`config.mk`:
```
export PLATFORM = sky130hd
export DESIGN_NAME = programmable_table_fsm
export DESIGN_NICKNAME = d
export VERILOG_FILES = /design/src/ptf_pkg.sv /design/src/programmable_table_fsm.sv /design/src/ptf_ctrl.sv /design/src/ptf_dp.sv
export VERILOG_INCLUDE_DIRS = /design/src /design/src/src
export SDC_FILE = /design/constraint.sdc
export NUM_CORES = 1
export LEC_CHECK = 0
export ABC_AREA = 1
export BUFFER_PORTS_ARGS = -buffer_cell sky130_fd_sc_hd__buf_2
export CORE_MARGIN = 2
export CORE_UTILIZATION = 45
export DETAILED_ROUTE_END_ITERATION = 10
export MAX_ROUTING_LAYER = met4
export PLACE_DENSITY_LB_ADDON = 0.15
export SETUP_SLACK_MARGIN = 0.4
export SLEW_MARGIN = 20
export SYNTH_ARGS = -nofsm -noshare
export SYNTH_HDL_FRONTEND = slang
export SYNTH_SLANG_ARGS = --single-unit
```
`constraint.sdc`:
```
create_clock -name i_clk -period 4.96 [get_ports i_clk]
set_input_delay 1.24 -clock i_clk [delete_from_list [all_inputs] [get_ports i_clk]]
set_output_delay 1.24 -clock i_clk [all_outputs]
set_load 0.03 [all_outputs]
```
`src/programmable_table_fsm_assert.svh`:
```
// ============================================================================
// programmable_table_fsm_assert.svh
// Assertion macros for the table-driven state machine RTL.
// ============================================================================
`ifndef PROGRAMMABLE_TABLE_FSM_ASSERT_SVH
`define PROGRAMMABLE_TABLE_FSM_ASSERT_SVH

// same-cycle implication
`define PTF_ASSERT_NOW(lbl, ante, cons, msg) \
    lbl: assert property (@(posedge i_clk) disable iff (!i_rst_n) (ante) |-> (cons)) \
        else $error(msg);

// next-cycle implication
`define PTF_ASSERT_NEXT(lbl, ante, cons, msg) \
    lbl: assert property (@(posedge i_clk) disable iff (!i_rst_n) (ante) |=> (cons)) \
        else $error(msg);

`endif

```
`src/ptf_pkg.sv`:
```
// ============================================================================
// ptf_pkg
// Types and codes for the table-driven state machine.
// ============================================================================
package ptf_pkg;

    localparam logic [1:0] ACT_DEFINE = 2'd0;
    localparam logic [1:0] ACT_SET    = 2'd1;
    localparam logic [1:0] ACT_START  = 2'd2;
    localparam logic [1:0] ACT_EVENT  = 2'd3;

    localparam logic [1:0] STS_OK         = 2'd0;
    localparam logic [1:0] STS_POOL_FULL  = 2'd1;
    localparam logic [1:0] STS_SLOT_RANGE = 2'd2;

    typedef struct packed {
        logic [1:0] action;
        logic [3:0] state_id;
        logic [6:0] count;
        logic       has_begin;
        logic       has_run;
        logic       has_end;
        logic [5:0] slot;
        logic [7:0] event_req;
        logic       is_other;
        logic [3:0] target_id;
        logic       target_none;
    } t_req;

    typedef struct packed {
        logic [1:0] status;
        logic       begin_fired;
        logic       run_fired;
        logic       end_fired;
        logic       switched;
        logic [3:0] current_state;
    } t_rsp;

    typedef enum logic [2:0] {
        ST_CLEAR,
        ST_IDLE,
        ST_LOOKUP,
        ST_SCAN,
        ST_DONE
    } t_state;

    typedef struct packed {
        logic load;
        logic exec;
        logic scan;
        logic clear;
    } t_cmd;

    typedef struct packed {
        logic clr_last;
        logic scan_done;
        logic is_event;
    } t_stat;

endpackage

```
`src/programmable_table_fsm.sv`:
```
// ============================================================================
// programmable_table_fsm
// Run-time programmable table-driven state machine: states own runs of
// transition slots from a shared pool; event requests scan those slots.
// ============================================================================
//
// channel   ports                      direction  handshake
// request   start, busy, i_req         in         start & !busy
// result    o_valid, o_rsp             out        o_valid, one cycle
// config    i_cfg_we, i_cfg_wdata      in         i_cfg_we
//
// Define, set and start requests: busy through the lookup and done states
// after accept, result strobe in done; no new request until busy drops.
// Event request: busy through lookup, a scan of the slots of the current
// state and done, result strobe in done; a taken or blocked slot ends the
// scan early. The slot memory read port scans one slot per cycle.
// After reset busy stays high while the slot memory is cleared.
// Results cannot be stalled; each result is shown for one cycle only.
//
module programmable_table_fsm import ptf_pkg::*; #(
    parameter int NUM_STATES = 16,
    parameter int POOL_SLOTS = 64
) (
    input  logic       i_clk,
    input  logic       i_rst_n,
    input  logic       start,
    input  t_req       i_req,
    output logic       busy,
    output logic       o_valid,
    output t_rsp       o_rsp,
    input  logic       i_cfg_we,
    input  logic [7:0] i_cfg_wdata
);

    t_cmd  cmd;
    t_stat stat;

    ptf_ctrl u_ctrl (
        .i_clk   (i_clk),
        .i_rst_n (i_rst_n),
        .i_start (start),
        .i_stat  (stat),
        .o_cmd   (cmd),
        .o_busy  (busy),
        .o_valid (o_valid)
    );

    ptf_dp #(
        .NUM_STATES (NUM_STATES),
        .POOL_SLOTS (POOL_SLOTS)
    ) u_dp (
        .i_clk       (i_clk),
        .i_rst_n     (i_rst_n),
        .i_cmd       (cmd),
        .o_stat      (stat),
        .i_req       (i_req),
        .i_cfg_we    (i_cfg_we),
        .i_cfg_wdata (i_cfg_wdata),
        .o_rsp       (o_rsp)
    );

endmodule

```
`src/ptf_ctrl.sv`:
```
// ============================================================================
// ptf_ctrl
// Sequencer: slot memory clear, request lookup, slot scan, result strobe.
// ============================================================================
module ptf_ctrl import ptf_pkg::*; (
    input  logic  i_clk,
    input  logic  i_rst_n,
    input  logic  i_start,
    input  t_stat i_stat,
    output t_cmd  o_cmd,
    output logic  o_busy,
    output logic  o_valid
);

    t_state r_state;
    t_state n_state;

    always_ff @(posedge i_clk) begin
        if (!i_rst_n) begin
            r_state <= ST_CLEAR;
        end else begin
            r_state <= n_state;
        end
    end

    always_comb begin
        n_state = r_state;
        case (r_state)
            ST_CLEAR: begin
                if (i_stat.clr_last) n_state = ST_IDLE;
            end
            ST_IDLE: begin
                if (i_start) n_state = ST_LOOKUP;
            end
            ST_LOOKUP: begin
                n_state = i_stat.is_event ? ST_SCAN : ST_DONE;
            end
            ST_SCAN: begin
                if (i_stat.scan_done) n_state = ST_DONE;
            end
            ST_DONE: begin
                n_state = ST_IDLE;
            end
            default: begin
                n_state = ST_CLEAR;
            end
        endcase
    end

    always_comb begin
        o_cmd.clear = (r_state == ST_CLEAR);
        o_cmd.load  = (r_state == ST_IDLE) && i_start;
        o_cmd.exec  = (r_state == ST_LOOKUP);
        o_cmd.scan  = (r_state == ST_SCAN);
        o_busy      = (r_state != ST_IDLE);
        o_valid     = (r_state == ST_DONE);
    end

`include "programmable_table_fsm_assert.svh"

    `PTF_ASSERT_NEXT(a_clear_once, r_state != ST_CLEAR, r_state != ST_CLEAR, "clear pass re-entered")
    `PTF_ASSERT_NOW(a_scan_event, r_state == ST_SCAN, i_stat.is_event, "scan on non-event request")
    `PTF_ASSERT_NOW(a_done_src, r_state == ST_DONE, $past(r_state) == ST_LOOKUP || $past(r_state) == ST_SCAN, "result without work")

endmodule

```
`src/ptf_dp.sv`:
```
// ============================================================================
// ptf_dp
// State table, transition slot pool, pool allocator and slot scan datapath.
// ============================================================================
module ptf_dp import ptf_pkg::*; #(
    parameter int NUM_STATES = 16,
    parameter int POOL_SLOTS = 64
) (
    input  logic       i_clk,
    input  logic       i_rst_n,
    input  t_cmd       i_cmd,
    output t_stat      o_stat,
    input  t_req       i_req,
    input  logic       i_cfg_we,
    input  logic [7:0] i_cfg_wdata,
    output t_rsp       o_rsp
);

    localparam int SW  = $clog2(NUM_STATES);
    localparam int PW  = $clog2(POOL_SLOTS);
    localparam int CW  = $clog2(POOL_SLOTS + 1);
    localparam int LW  = (CW > 7) ? CW : 7;
    localparam int OW  = (CW > 6) ? CW : 6;
    localparam int AW  = ((PW > 6) ? PW : 6) + 1;
    localparam int SAW = CW + 1;

    typedef struct packed {
        logic [PW-1:0] base;
        logic [CW-1:0] cnt;
        logic          f_end;
        logic          f_run;
        logic          f_begin;
    } t_srec;

    typedef struct packed {
        logic [7:0]    ev;
        logic          other;
        logic [SW-1:0] tgt;
        logic          none;
    } t_slot;

    function automatic logic [SW-1:0] f_sid(input logic [3:0] v);
        logic [8:0] t;
        t = {5'b0, v};
        for (int k = 0; k < 8; k++) begin
            if (t >= 9'(NUM_STATES)) t = t - 9'(NUM_STATES);
        end
        return SW'(t);
    endfunction

    t_srec st_mem [NUM_STATES];
    t_slot sl_mem [POOL_SLOTS];

    logic [7:0]            r_mask;
    logic [SW-1:0]         r_current;
    logic                  r_entered;
    logic [CW-1:0]         r_next_free;
    logic [NUM_STATES-1:0] r_init;
    logic [PW-1:0]         r_clr;
    logic [CW-1:0]         r_idx;
    logic                  r_pend;
    logic                  r_earlier;

    t_req          r_req;
    logic [SW-1:0] r_sid;
    logic [SW-1:0] r_tgt;
    t_srec         r_srec;
    logic          r_srec_ok;
    t_slot         r_slot;
    logic [1:0]    r_status;
    logic          r_bf;
    logic          r_rf;
    logic          r_ef;
    logic          r_sw;

    logic [SW-1:0] sid_in;
    logic [SW-1:0] tgt_in;
    logic [SW-1:0] rd_sid;
    logic [CW-1:0] free;
    logic          fits;
    logic          in_range;
    logic [PW-1:0] set_addr;
    logic [PW-1:0] scan_addr;
    logic [CW-1:0] n_eff;
    logic          idx_more;
    logic          mm;
    logic          hit_ok;
    logic          blk;
    logic          take;
    logic          st_we;
    t_srec         st_wdata;
    logic          sl_we;
    logic [PW-1:0] sl_waddr;
    t_slot         sl_wdata;

    always_comb begin
        sid_in    = f_sid(i_req.state_id);
        tgt_in    = f_sid(i_req.target_id);
        rd_sid    = (i_req.action == ACT_EVENT) ? r_current : sid_in;
        free      = CW'(POOL_SLOTS) - r_next_free;
        fits      = LW'(r_req.count) <= LW'(free);
        in_range  = r_srec_ok && (OW'(r_req.slot) < OW'(r_srec.cnt));
        set_addr  = PW'(AW'(r_srec.base) + AW'(r_req.slot));
        scan_addr = PW'(SAW'(r_srec.base) + SAW'(r_idx));
        n_eff     = r_srec_ok ? r_srec.cnt : '0;
        idx_more  = r_idx < n_eff;
        mm        = ((r_slot.ev ^ r_req.event_req) & r_mask) == 8'h00;
        hit_ok    = r_pend && (mm || r_slot.other) && !r_slot.none && r_init[r_slot.tgt];
        blk       = hit_ok && r_slot.other && r_earlier;
        take      = hit_ok && !blk;

        st_we            = i_cmd.exec && (r_req.action == ACT_DEFINE) && fits;
        st_wdata.base    = PW'(r_next_free);
        st_wdata.cnt     = CW'(r_req.count);
        st_wdata.f_end   = r_req.has_end;
        st_wdata.f_run   = r_req.has_run;
        st_wdata.f_begin = r_req.has_begin;

        sl_we          = i_cmd.clear || (i_cmd.exec && (r_req.action == ACT_SET) && in_range);
        sl_waddr       = i_cmd.clear ? r_clr : set_addr;
        sl_wdata.ev    = i_cmd.clear ? 8'h00 : (r_req.is_other ? 8'hFF : r_req.event_req);
        sl_wdata.other = !i_cmd.clear && r_req.is_other;
        sl_wdata.tgt   = i_cmd.clear ? '0 : r_tgt;
        sl_wdata.none  = i_cmd.clear || r_req.target_none;
    end

    always_ff @(posedge i_clk) begin
        if (st_we) st_mem[r_sid] <= st_wdata;
        if (i_cmd.load) begin
            r_srec    <= st_mem[rd_sid];
            r_srec_ok <= r_init[rd_sid];
        end
    end

    always_ff @(posedge i_clk) begin
        if (sl_we) sl_mem[sl_waddr] <= sl_wdata;
        r_slot <= sl_mem[scan_addr];
    end

    always_ff @(posedge i_clk) begin
        if (!i_rst_n) begin
            r_mask      <= 8'hFF;
            r_current   <= '0;
            r_entered   <= 1'b0;
            r_next_free <= '0;
            r_init      <= '0;
            r_clr       <= '0;
            r_idx       <= '0;
            r_pend      <= 1'b0;
            r_earlier   <= 1'b0;
        end else begin
            if (i_cfg_we) r_mask <= i_cfg_wdata;
            if (i_cmd.clear) r_clr <= r_clr + 1'b1;
            if (i_cmd.exec) begin
                case (r_req.action)
                    ACT_DEFINE: begin
                        if (fits) begin
                            r_init[r_sid] <= 1'b1;
                            r_next_free   <= r_next_free + CW'(r_req.count);
                        end
                    end
                    ACT_START: begin
                        r_current <= r_sid;
                        r_entered <= 1'b0;
                    end
                    ACT_EVENT: begin
                        r_entered <= 1'b1;
                        r_idx     <= '0;
                        r_pend    <= 1'b0;
                        r_earlier <= 1'b0;
                    end
                    default: begin
                    end
                endcase
            end
            if (i_cmd.scan) begin
                if (r_pend && mm) r_earlier <= 1'b1;
                if (take) begin
                    r_current <= r_slot.tgt;
                    r_entered <= 1'b0;
                end
                r_pend <= idx_more;
                if (idx_more) r_idx <= r_idx + 1'b1;
            end
        end
    end

    always_ff @(posedge i_clk) begin
        if (i_cmd.load) begin
            r_req <= i_req;
            r_sid <= sid_in;
            r_tgt <= tgt_in;
        end
        if (i_cmd.exec) begin
            r_status <= ((r_req.action == ACT_DEFINE) && !fits) ? STS_POOL_FULL :
                        ((r_req.action == ACT_SET) && !in_range) ? STS_SLOT_RANGE : STS_OK;
            r_bf     <= (r_req.action == ACT_EVENT) && !r_entered && r_srec_ok && r_srec.f_begin;
            r_rf     <= (r_req.action == ACT_EVENT) && r_srec_ok && r_srec.f_run;
            r_ef     <= 1'b0;
            r_sw     <= 1'b0;
        end
        if (i_cmd.scan && take) begin
            r_ef <= r_srec_ok && r_srec.f_end;
            r_sw <= 1'b1;
        end
    end

    always_comb begin
        o_stat.clr_last  = (r_clr == PW'(POOL_SLOTS - 1));
        o_stat.scan_done = hit_ok || !idx_more;
        o_stat.is_event  = (r_req.action == ACT_EVENT);

        o_rsp.status        = r_status;
        o_rsp.begin_fired   = r_bf;
        o_rsp.run_fired     = r_rf;
        o_rsp.end_fired     = r_ef;
        o_rsp.switched      = r_sw;
        o_rsp.current_state = 4'(r_current);
    end

endmodule

```
# After elaboration in Yosys (flattened, before gate mapping)

Memories as Yosys holds them, arrays and structs flattened. A register that Yosys moved wholly into a read port is not among the register bits.
Index checks and enable logic that the tools add are counted.
Widths: inputs -> output; s select.

Reductions and logical operators: 44
Muxes and demuxes: 43
Bitwise logic cells: 3
Add/sub/neg operators: 6
Equality and inequality tests: 13
Magnitude comparators: 7

Operators by type and width:

| cell                | count |
|---|---|
| $mux 7              | 5 |
| $logic_and 1x1->1   | 24 |
| $mux 4              | 6 |
| $mux 1              | 19 |
| $mux 8              | 2 |
| $or 16x16->16       | 1 |
| $lt 4x5->1 const B  | 3 |
| $pmux 3 s5          | 1 |
| $add 6x6->6         | 2 |
| $mux 3              | 4 |
| $and 8x8->8         | 1 |
| $bmux 1 s4          | 2 |
| $logic_not 8->1     | 1 |
| $xor 8x8->8         | 1 |
| $add 7x1->7 const B | 1 |
| $add 7x7->7         | 1 |
| $le 7x7->1          | 1 |
| $logic_not 1->1     | 7 |
| $lt 6x7->1          | 1 |
| $lt 7x7->1          | 1 |
| $sub 7x7->7 const A | 1 |
| $add 6x1->6 const B | 1 |
| $eq 2x2->1 const B  | 3 |
| $eq 3x2->1 const B  | 2 |
| other kinds (17)    | 25 |

Logic and storage cells: 145
Input port bits: 48
Output and inout port bits: 12
Register bits after elaboration: 97
Memory bits (writable): 1152
Memories kept: 2

Memory list:

| name        | words | width | rd ports | clocked after Yosys merged registers in | write ports | line         | text |
|---|---|---|---|---|---|---|---|
| u_dp.sl_mem | 64    | 14    | 1        | 1                                       | 1           | ptf_dp.sv:52 | `t_slot sl_mem [POOL_SLOTS];` |
| u_dp.st_mem | 16    | 16    | 1        | 1                                       | 1           | ptf_dp.sv:51 | `t_srec st_mem [NUM_STATES];` |

# Logic depth before layout (Yosys ltp)

Depth after elaboration: 13
Mapped depth: 16
Mapped depth without buffers: 16

# Modules after synthesis

From an unflattened synthesis, not the netlist that was laid out.

Cells, all modules: 4252
Area total of the unflattened synthesis: 52320.2 µm²

Modules (own cells, without submodules):

| module   | area each (µm²) | sequential area each (µm²) | cells each | instances |
|---|---|---|---|---|
| ptf_dp   | 52098.7         | 37656.1                    | 4215       | 1 |
| ptf_ctrl | 221.5           | 60.1                       | 37         | 1 |

# Worst setup path before layout

OpenSTA, ideal clock, no wires.

Kind: input -> register
Start point: input start
End point: register u_dp.r_req[0] (netlist bit) (enable)
Setup time: 0.464 ns
Data required time: 4.496 ns
Path buffers: 0
Slack: 1.011 ns
Stages: 2
Arrival time: 3.485 ns
Cell sequence: inv_1 nor2_1

RTL lines:

| item                   | line                         | text |
|---|---|---|
| start: declaration     | programmable_table_fsm.sv:26 | `input logic start,` |
| end signal: assignment | ptf_dp.sv:190                | `r_req <= i_req;` |
| end: declaration       | ptf_dp.sv:64                 | `t_req r_req;` |

# Final worst setup path

Start point: register u_dp.r_next_free[1]
End point: memory u_dp.st_mem[13][4] (netlist bit) (enable)

Cells in the longest elaborated chain, start to end: 5

RTL lines:

| item                         | line          | text |
|---|---|---|
| start: declaration           | ptf_dp.sv:57  | `logic [CW-1:0] r_next_free;` |
| start signal: assignment     | ptf_dp.sv:159 | `r_next_free <= r_next_free + CW'(r_req.count);` |
| $sub 7x7->7                  | ptf_dp.sv:100 | `free = CW'(POOL_SLOTS) - r_next_free;` |
| $le 7x7->1                   | ptf_dp.sv:101 | `fits = LW'(r_req.count) <= LW'(free);` |
| $logic_and 1x1->1            | ptf_dp.sv:112 | `st_we = i_cmd.exec && (r_req.action == ACT_DEFINE) && fits;` |
| $mux 1                       | ptf_dp.sv:128 | `if (st_we) st_mem[r_sid] <= st_wdata;` |
| $mux 1 (not written as such) | ptf_dp.sv:128 |  |
| end: declaration             | ptf_dp.sv:51  |  |

No other way between the ends.

==> results.sh <==
export IMPL_synth_nets=4064
export IMPL_coreArea_um2=113900
export IMPL_port_buffers=59
export IMPL_end_kind="flip-flop"
export IMPL_max_slew_margin=0.2472
export IMPL_clock_latency_ns=0.76
export IMPL_synth_area_top_cells="edfxtp_1, o21ai_0, nor2_1"
export IMPL_cts_buffers=138
export IMPL_seq_area_frac_synth=0.7334
export IMPL_drt_iter0_drc=3563
export IMPL_hp_class="reg2reg"
export IMPL_tritoncts="built"
export IMPL_grt_pass1_wl_um=209400
export IMPL_worstPathArrival_ns=4.39
export IMPL_p_sw_mw=4.536
export IMPL_yosysWarnings=0
export IMPL_layout_nets=4153
export IMPL_multi_input_area_um2=12290
export IMPL_yosysTopAreaCell="edfxtp_1"
export IMPL_critPathKind="reg2reg"
export IMPL_cp_required_ns=5.34
export IMPL_pin_count=60
export IMPL_r2r_cells=14
export IMPL_gp_congestion=0.8831
export IMPL_internal_power_mw=17.47
export IMPL_cts_clk_slew_worst_paths_ns=0.06
export IMPL_grt_usage=0.2490
export IMPL_start_util=0.4516
export IMPL_htreeDepth=4
export IMPL_clockRootBuffer="clkbuf_16"
export IMPL_area_growth_pct=13.51
export IMPL_cap_violations=0
export IMPL_grt_setup_unrepaired="false"
export IMPL_fin_skew_ns=0.03670
export IMPL_cts_setup_buffers=0
export IMPL_synth_area_um2=51430
export IMPL_dieArea_um2=117000
export IMPL_vias_per_cell=5.818
export IMPL_synth_edf_count=1210
export IMPL_synth_area_per_cell_um2=12.93
export IMPL_min_period_ns=4.015
export IMPL_drive_above_1_share=0.1121
export IMPL_fin_setup_tns_ns=0
export IMPL_reg2reg_from="u_dp.r_next_free[1]"
export IMPL_drc=0
export IMPL_power_per_cell_area_nw_per_um2=377.0
export IMPL_ys_ff_latch=1279
export IMPL_routedWlPerCell_um=24.90
export IMPL_synth_async_sr_flop_share=0
export IMPL_netlist_area_leader_share=0.7066
export IMPL_clkPwrFrac=0.451
export IMPL_clock_sinks=1279
export IMPL_ff_latch_area_um2=37720
export IMPL_fin_crit_sh=0.8096
export IMPL_holdPathStages=1
export IMPL_cts_hold_buf=0
export IMPL_antenna_found_initial=3
export IMPL_leakage_nw=19.29
export IMPL_worstSetupStartpointType="flip-flop"
export IMPL_dpl_hpwl_um=82900
export IMPL_die_h_um=342.1
export IMPL_power_total_mw=22.01
export IMPL_r2r_slack_ns=0.94
export IMPL_combPwrFrac=0.017
export IMPL_drv_slew=0
export IMPL_yosysUniqueCellTypes=44
export IMPL_synthCells=3976
export IMPL_synth_main_ff_cell="edfxtp_1"
export IMPL_place_area_um2=54030
export IMPL_grt_overflow=0
export IMPL_vdd_drop_max_v=0.0002956
export IMPL_worst_hold_path_endpoint="u_dp.r_clr[5]"
export IMPL_die_w_um=342.1
export IMPL_switching_share=0.2061
export IMPL_hold_viol=0
export IMPL_drtAntennaViolNets=0
export IMPL_vias=33090
export IMPL_firstDrtPassIters=5
export IMPL_reg2reg_to="u_dp.st_mem[13][4]"
export IMPL_hold_start="u_dp.r_clr[5]"
export IMPL_final_area_um2=58370
export IMPL_grt_max_degree=152
export IMPL_diodes=0
export IMPL_clock_path_buffers=3
export IMPL_cts_repair_resized=0
export IMPL_critPathMaxFanout=19
export IMPL_tightest_slew_ns=1.127
export IMPL_nFillCells=9764
export IMPL_whs_ns=0.4413
export IMPL_finalSetupViolations=0
export IMPL_grt_pass1_vias=32050
export IMPL_row_count=124
export IMPL_seqPwrFrac=0.532
export IMPL_status="complete, no violations"
export IMPL_routed_wl_um=141600
export IMPL_clock_fmax_ghz=0.2490
## synthesized netlist by cell type (10+ instances only)
library cell and instances:
nand2_1 214, ha_1 37, nand4_1 14, edfxtp_1 1210, inv_1 110, o211ai_1 34, buf_2 109, nor2_1 714
o22ai_1 15, nand3_1 278, buf_4 14, o221ai_1 260, o21ai_0 612, xor2_1 10, dfxtp_1 69, clkbuf_1 127
a21oi_1 66
## critical path, stage by stage (launching register included)
cell	delay, ns
dfxtp_1	0.86
inv_1	0.21
ha_1	0.27
nand2_1	0.11
nor3_1	0.06
xnor2_1	0.13
ha_1	0.29
nand2_1	0.07
nor2_1	0.14
nand3_1	0.07
o21ai_0	0.25
nand2_1	0.14
inv_2	0.14
nand3_1	0.20
nor2_2	0.70
## metal layers
layer  GRT usage  vias up  wire (µm)
li1            -    15110          -
met1      0.3301    16650      60460
met2      0.3976     1108      68920
met3     0.03201      228       7625
met4     0.08699        0       4628
met5           -        -          0
## cell usage in the layout (no fill, tap or decap), types with 59 or more instances in the layout
master	n
edfxtp_1	1210
nor2_1	692
o21ai_0	611
nand3_1	278
o221ai_1	260
nand2_1	213
clkbuf_16	142
buf_4	139
inv_1	107
dfxtp_1	69
buf_2	59
## flip-flops by register name, summed over array words and instances, names as in the netlist, 2 cells and up
name,flops
u_dp.st_mem,256
u_ctrl.r_state,3
u_dp.r_next_free,7
u_dp.r_slot,14
u_dp.r_tgt,4
u_dp.r_sid,4
u_dp.r_current,4
u_dp.sl_mem,896
u_dp.r_srec,16
u_dp.r_clr,6
u_dp.r_mask,8
u_dp.r_idx,7
u_dp.r_status,2
u_dp.r_init,16
u_dp.r_req,28
## worst max path at each step
stage                   startpoint            endpoint  slack, ns  cells past startpoint
2_1_floorplan                start       u_dp.r_req[0]       1.01                      2
6_report       u_dp.r_next_free[1]  u_dp.st_mem[13][4]       0.94                     14
3_5_place_dp   u_dp.r_next_free[1]  u_dp.st_mem[12][4]       0.97                     14
5_1_grt        u_dp.r_next_free[1]  u_dp.st_mem[13][2]       0.71                     14
4_1_cts        u_dp.r_next_free[1]  u_dp.st_mem[12][4]       0.96                     14
3_3_place_gp   u_dp.r_next_free[1]  u_dp.st_mem[13][9]       1.01                     14
## through the flow
| step | worst slack, ns | utilization | std cells |
|---|---|---|---|
| after floorplan | 1.011 | - | 3976 |
| after global placement | 1.010 | 0.4738 | 5434 |
| after detailed placement | 0.9742 | 0.4744 | 5437 |
| after CTS | 0.9650 | 0.5126 | 5688 |
| after global routing | 0.7054 | 0.5126 | 5688 |
| final | 0.9446 | 0.5126 | 5688 |
## cell families (layout without fill, tap and decap cells)
| kind of cell | after synthesis | count (layout) | share of synthesized area |
|---|---|---|---|
| DFF | 1279 | 1279 | 0.7334 |
| and+or+nand+nor | 1249 | 1249 | 0.1009 |
| buffers and inverters | 384 | 584 | 0.03212 |
| xor gates and xnor gates | 20 | 20 | 0.003552 |
| adders and majority gates | 40 | 40 | 0.01017 |
| AOI/OAI and AO/OA | 1004 | 1004 | 0.1198 |
## cell type report
class                      instances  area share
tap                             1512     0.03241
timing repair buffer             213     0.02834
inverter                         120    0.008081
clock inverter                    76     0.01108
multi-input combinational       2313      0.2106
sequential                      1279      0.6461
clock buffer                     175     0.06334
## power by group through the flow
stage          registers (mW)  clock network [mW]  logic (mW)
2_1_floorplan            11.9                   0       0.221
3_3_place_gp             11.9                   0       0.379
3_5_place_dp             11.9                   0       0.380
4_1_cts                  11.7                10.1       0.382
5_1_grt                  11.7                10.5       0.415
6_report                 11.7                9.92       0.382
No activity file was read; power rests on OpenSTA's default activity.
